$ cat src/rtl/core/ahfe_pkg.sv
// shared constants for the async hdlc frame encoder with fcs-16
// no dependencies
package ahfe_pkg;

    localparam logic [7:0]  FLAG_BYTE = 8'h7E;
    localparam logic [7:0]  ESC_BYTE  = 8'h7D;
    localparam logic [7:0]  ESC_XOR   = 8'h20;
    localparam logic [15:0] FCS_INIT  = 16'hFFFF;
    localparam logic [15:0] FCS_POLY  = 16'h8408;
    localparam int          BYTE_W    = 8;
    localparam int          FCS_W     = 16;

endpackage

$ cat src/rtl/core/ahfe_fcs16.sv
// reflected crc-16 update over one byte, eight shift steps in one pass
// depends on ahfe_pkg
module ahfe_fcs16
(
    input  logic [ahfe_pkg::FCS_W-1:0]  fcs_in,
    input  logic [ahfe_pkg::BYTE_W-1:0] data,
    output logic [ahfe_pkg::FCS_W-1:0]  fcs_out
);

    always_comb
    begin
        logic [ahfe_pkg::FCS_W-1:0] crc;
        crc = fcs_in ^ {{(ahfe_pkg::FCS_W - ahfe_pkg::BYTE_W){1'b0}}, data};
        for (int i = 0; i < ahfe_pkg::BYTE_W; i++)
        begin
            if (crc[0])
            begin
                crc = (crc >> 1) ^ ahfe_pkg::FCS_POLY;
            end
            else
            begin
                crc = crc >> 1;
            end
        end
        fcs_out = crc;
    end

endmodule

$ cat src/rtl/core/async_hdlc_frame_encoder_fcs16_core.sv
// top level of the async hdlc frame encoder: framing, byte stuffing, fcs-16
// depends on ahfe_pkg and ahfe_fcs16
// Each accepted body byte is held in one item register while a small
// sequencer sends its line bytes, one per cycle while the output is not
// stalled, into an output register: an opening flag when no frame is open,
// the stuffed byte, and after the last byte the stuffed complemented fcs
// (low byte first) and a closing flag. An item therefore produces from 1 up
// to 8 line bytes; plain body bytes inside a frame run at one item per
// cycle while the output is not stalled, and the next item is taken in the
// same cycle its predecessor's final byte moves to the output register. The
// fcs is updated over the whole byte in a single pass at the input transfer.
module async_hdlc_frame_encoder_fcs16_core
(
    input  logic       clk,
    input  logic       rst_n,
    input  logic       s_axis_tvalid,
    output logic       s_axis_tready,
    input  logic [7:0] s_axis_tdata,   // data_byte
    input  logic       s_axis_tlast,   // last_byte
    output logic       m_axis_tvalid,
    input  logic       m_axis_tready,
    output logic [7:0] m_axis_tdata,   // line_byte
    output logic       m_axis_tlast,   // run_last
    output logic       m_axis_tuser    // frame_close
);

    typedef enum logic [2:0]
    {
        ST_OPEN,
        ST_DATA,
        ST_FCSL,
        ST_FCSH,
        ST_CLOSE
    } step_t;

    logic                         inside_reg;
    logic [ahfe_pkg::FCS_W-1:0]   fcs_state_reg;

    logic                         hold_valid_reg;
    logic [ahfe_pkg::BYTE_W-1:0]  hold_byte_reg;
    logic                         hold_last_reg;
    logic [ahfe_pkg::FCS_W-1:0]   hold_fcs_reg;
    step_t                        step_reg;
    logic                         esc_done_reg;

    logic                         out_valid_reg;
    logic [ahfe_pkg::BYTE_W-1:0]  out_byte_reg;
    logic                         out_last_reg;
    logic                         out_close_reg;

    logic                         in_xfer;
    logic                         out_load;
    logic                         emit;
    logic                         emit_final;
    logic [ahfe_pkg::BYTE_W-1:0]  cur_byte;
    logic [ahfe_pkg::BYTE_W-1:0]  emit_byte;
    logic                         cur_stuff;
    logic                         emit_esc;
    logic                         emit_close;
    step_t                        step_next;
    logic [ahfe_pkg::FCS_W-1:0]   fcs_base;
    logic [ahfe_pkg::FCS_W-1:0]   fcs_new;

    ahfe_fcs16 u_fcs
    (
        .fcs_in  (fcs_base),
        .data    (s_axis_tdata),
        .fcs_out (fcs_new)
    );

    assign fcs_base = inside_reg ? fcs_state_reg : ahfe_pkg::FCS_INIT;

    always_comb
    begin
        unique case (step_reg)
            ST_OPEN:  cur_byte = ahfe_pkg::FLAG_BYTE;
            ST_DATA:  cur_byte = hold_byte_reg;
            ST_FCSL:  cur_byte = hold_fcs_reg[7:0];
            ST_FCSH:  cur_byte = hold_fcs_reg[15:8];
            ST_CLOSE: cur_byte = ahfe_pkg::FLAG_BYTE;
            default:  cur_byte = ahfe_pkg::FLAG_BYTE;
        endcase

        cur_stuff = (step_reg == ST_DATA || step_reg == ST_FCSL || step_reg == ST_FCSH)
                    && (cur_byte == ahfe_pkg::FLAG_BYTE || cur_byte == ahfe_pkg::ESC_BYTE);
        emit_esc   = cur_stuff && !esc_done_reg;
        emit_close = (step_reg == ST_CLOSE);

        if (emit_esc)
        begin
            emit_byte = ahfe_pkg::ESC_BYTE;
        end
        else if (cur_stuff)
        begin
            emit_byte = cur_byte ^ ahfe_pkg::ESC_XOR;
        end
        else
        begin
            emit_byte = cur_byte;
        end

        emit_final = emit_close || (step_reg == ST_DATA && !hold_last_reg && !emit_esc);

        unique case (step_reg)
            ST_OPEN:  step_next = ST_DATA;
            ST_DATA:  step_next = ST_FCSL;
            ST_FCSL:  step_next = ST_FCSH;
            ST_FCSH:  step_next = ST_CLOSE;
            ST_CLOSE: step_next = ST_CLOSE;
            default:  step_next = ST_CLOSE;
        endcase
    end

    assign out_load      = !out_valid_reg || m_axis_tready;
    assign emit          = hold_valid_reg && out_load;
    assign s_axis_tready = !hold_valid_reg || (emit && emit_final);
    assign in_xfer       = s_axis_tvalid && s_axis_tready;

    always_ff @(posedge clk or negedge rst_n)
    begin
        if (!rst_n)
        begin
            inside_reg     <= 1'b0;
            fcs_state_reg  <= ahfe_pkg::FCS_INIT;
            hold_valid_reg <= 1'b0;
            step_reg       <= ST_OPEN;
            esc_done_reg   <= 1'b0;
            out_valid_reg  <= 1'b0;
            out_byte_reg   <= '0;
            out_last_reg   <= 1'b0;
            out_close_reg  <= 1'b0;
        end
        else
        begin
            if (out_load)
            begin
                out_valid_reg <= emit;
            end

            if (emit)
            begin
                out_byte_reg  <= emit_byte;
                out_last_reg  <= emit_final;
                out_close_reg <= emit_close;
            end

            if (in_xfer)
            begin
                hold_valid_reg <= 1'b1;
                step_reg       <= inside_reg ? ST_DATA : ST_OPEN;
                esc_done_reg   <= 1'b0;
                inside_reg     <= !s_axis_tlast;
                fcs_state_reg  <= s_axis_tlast ? ahfe_pkg::FCS_INIT : fcs_new;
            end
            else if (emit)
            begin
                if (emit_final)
                begin
                    hold_valid_reg <= 1'b0;
                    esc_done_reg   <= 1'b0;
                end
                else if (emit_esc)
                begin
                    esc_done_reg <= 1'b1;
                end
                else
                begin
                    esc_done_reg <= 1'b0;
                    step_reg     <= step_next;
                end
            end
        end
    end

    always_ff @(posedge clk)
    begin
        if (in_xfer)
        begin
            hold_byte_reg <= s_axis_tdata;
            hold_last_reg <= s_axis_tlast;
            hold_fcs_reg  <= fcs_new ^ ahfe_pkg::FCS_INIT;
        end
    end

    assign m_axis_tvalid = out_valid_reg;
    assign m_axis_tdata  = out_byte_reg;
    assign m_axis_tlast  = out_last_reg;
    assign m_axis_tuser  = out_close_reg;

endmodule
$ cat config.mk
export PLATFORM = sky130hd
export DESIGN_NAME = async_hdlc_frame_encoder_fcs16_core
export DESIGN_NICKNAME = d
export VERILOG_FILES = /design/src/rtl/core/ahfe_pkg.sv /design/src/rtl/core/ahfe_fcs16.sv /design/src/rtl/core/async_hdlc_frame_encoder_fcs16_core.sv
export SDC_FILE = /design/constraint.sdc
export NUM_CORES = 1
export LEC_CHECK = 0
export ABC_AREA = 1
export BUFFER_PORTS_ARGS = -buffer_cell sky130_fd_sc_hd__buf_4
export CORE_UTILIZATION = 63
export DETAILED_ROUTE_END_ITERATION = 10
export HOLD_SLACK_MARGIN = 0.03
export PLACE_DENSITY_LB_ADDON = 0.12
export SLEW_MARGIN = 15
export SYNTH_ARGS = -nofsm -noshare
export SYNTH_HDL_FRONTEND = slang
export SYNTH_SLANG_ARGS = --single-unit
$ cat constraint.sdc
create_clock -name clk -period 3.3 [get_ports clk]
set_input_delay 0.33 -clock clk [delete_from_list [all_inputs] [get_ports clk]]
set_output_delay 0.33 -clock clk [all_outputs]
set_load 0.005 [all_outputs]
==> impl_metrics.toml <==
[clock_network]
clock-root-buffer = "clkbuf_8"
htreeDepth = 3
insertion_delay_ns = 0.33
cts_num_sinks = 58
tritoncts = "built"
cts-hold-fix-buffers = 1
cts_buffers = 9
ctsResizeCount = 0
clkTransAtPathRegs_ns = 0.06
cts_setup_buffers = 0
cts_buffer_depth = 2

[detailed_routing]
vias = 1984
first_iter_violations = 129
wl_per_cell_um = 14.33
drcViolationCount = 0
vias_per_cell = 5.511
antenna_left = 0
firstDrtPassIters = 6
finalWirelength_um = 5157

[sta]
hold_viol = 0
setup_slack_ns = 0.7134
setup_viol = 0
rsz0062_at_grt = "no"
post-route-period-util_pct = 78.38
min_period_ns = 2.587
fmax_ghz = 0.3866
hold_ws_ns = 0.1918
slew_violations = 0
clock_skew_ns = 0.006238
max_slew_margin_pct = 62.35
fin_tns_setup_ns = 0
worstMarginPinSlew_ns = 0.5642

[grt]
antenna_found_initial = 0
grt_max_degree = 43
track_usage_pct = 26.58
grt_overflow_total = 0
first_global_vias = 1855
grt_pass1_wl_um = 8666

[power_and_ir_drop]
p_total_uw = 3080
power_frac_comb_pct = 38.6
netSwitchingFraction_pct = 37.96
switching_power_uw = 1169
p_int_uw = 1911
powerDensity_nw_per_um2 = 971.9
power_frac_seq_pct = 42.3
vdd_drop_max_mv = 0.5800
clkPwrFrac_pct = 19.1
cellLeakagePower_uw = 0.001335

[hold_path]
hold_path_depth = 1
hold_path.class = "input port to flip-flop"
hp-start = "s_axis_tdata[4]"
holdPathEnd = "hold_byte_reg[4]$_DFFE_PP_"

[run_status]
status = "finished, final reports clean"

[worst_setup_path]
critical_path_required_ns = 3.26
r2r_slack_ns = 0.71
r2r-end = "hold_byte_reg[6]$_DFFE_PP_"
r2r_start = "step_reg[0]$_DFFE_PN0P_"
start_kind = "flip-flop"
crit_type = "flip-flop to flip-flop"
worstPathArrival_ns = 2.55
worstPathMaxFanout = 42
ff2ff_path_depth = 12
endpoint_kind = "flip-flop"

[flow_run]
max_cap_viol_count = 0

[yosys]
syn_inst = 276
syn_nets = 289
synth_edf_count = 25
yosys.area.top_type = "edfxtp_1"
yosysWarningCount = 0
synthArstFlopShare_pct = 56.90
ys_ff_latch = 58
syn_area_um2 = 2781
synth_cell_types = 34
yosys-top-cells-count = "nand2_1, nor2_1, edfxtp_1"
syn_area_per_cell_um2 = 10.08
synth_area_leaders = "edfxtp_1, dfrtp_1, dfstp_2"
synth_ff_type = "edfxtp_1"
seq_area_frac_synth_pct = 57.40
synth_most_common_cell = "nand2_1"
yosysTopAreaCellShare_pct = 26.99

[floorplanning]
coreArea_um2 = 4115
die_w_um = 68.45
rows = 23
die_area_um2 = 4685
die_y_um = 68.45
initial_utilization_pct = 67.59
ios = 25

[layout]
drive_above_1_share_pct = 28.71
area_delta_synth_final_pct = 13.95
antenna_cells = 0
final_nets = 318

[placement]
place_congestion = 0.9506
numPortBuffers = 24
hpwlAfterDp_um = 3532
preCtsSetupSlack_ns = 0.7998
-- how the worst max path moves through the flow --
stage                                        from                         end  cells past startpoint
after floorplan           step_reg[2]$_DFFE_PN0P_  hold_byte_reg[0]$_DFFE_PP_                     14
after global placement    step_reg[0]$_DFFE_PN0P_  hold_byte_reg[7]$_DFFE_PP_                     12
after detailed placement  step_reg[0]$_DFFE_PN0P_  hold_byte_reg[3]$_DFFE_PP_                     12
after CTS                 step_reg[0]$_DFFE_PN0P_  hold_byte_reg[6]$_DFFE_PP_                     12
after global routing      step_reg[0]$_DFFE_PN0P_   hold_fcs_reg[6]$_DFFE_PP_                     12
final                     step_reg[0]$_DFFE_PN0P_  hold_byte_reg[6]$_DFFE_PP_                     12
-- metrics by stage --
step / std cells / instance area (um2) / util, %
after floorplan: 276 / 2781 / -
after global placement: 343 / 2978 / 72.36
after detailed placement: 343 / 2978 / 72.36
after CTS: 360 / 3169 / 77.01
after global routing: 360 / 3169 / 77.01
final: 360 / 3169 / 77.01
-- layout by cell type (no fill, tap or decap), drive strengths merged --
cell,n
dlygate4sd3,1
nand4,7
nor2,41
xor2,5
a21oi,18
nand3,23
o21bai,1
buf,24
dfrtp,17
nand2,57
inv,21
or2,3
a41oi,1
o31ai,1
o21ai,11
edfxtp,25
or3,3
clkinv,4
dfstp,16
clkbuf,13
nand3b,1
a31oi,1
xnor2,16
-- critical path, stage by stage, from the launching register on --
cell	delay [ns]
dfrtp_1	0.63
inv_2	0.18
nor2_1	0.17
nand2_1	0.07
nand2_1	0.06
nand3_1	0.14
nand3_1	0.14
nor2_2	0.06
nand3_2	0.09
nand2_2	0.08
nand2_4	0.10
nand2_8	0.08
inv_4	0.39
-- power by group through the flow --
stage	clock (uW)	sequential (uW)	combinational, uW
floorplan	0	1260	915
global placement	0	1300	1160
detailed placement	0	1310	1180
CTS	597	1300	1190
global route	627	1340	1350
finish	588	1300	1190
-- kinds of logic after synthesis --
group,after synthesis,synth area share (%)
DFF,58,57.40
buffers and inverters,29,4.723
xor gates and xnor gates,21,6.612
AOI/OAI and AO/OA,33,7.782
and+or+nand+nor,135,23.48
-- per-layer routing --
layer	vias to the layer above	global-route usage [%]	share of wire, %
met2	75	41.91	49
met1	927	32.68	44
met3	8	9.500	5.7
met5	-	0	0
met4	0	11.72	1.3
li1	974	-	-
-- final cells by class --
| class | count | area, um2 |
|---|---|---|
| multi-input combinational | 189 | 1054 |
| tap | 50 | 62.56 |
| timing repair buffer | 25 | 190.2 |
| sequential | 58 | 1597 |
| inverter | 22 | 85.08 |
| fill | 284 | 945.9 |
| clock inverter | 3 | 12.51 |
| clock buffer | 13 | 168.9 |
No activity file was read; power rests on OpenSTA's default activity.
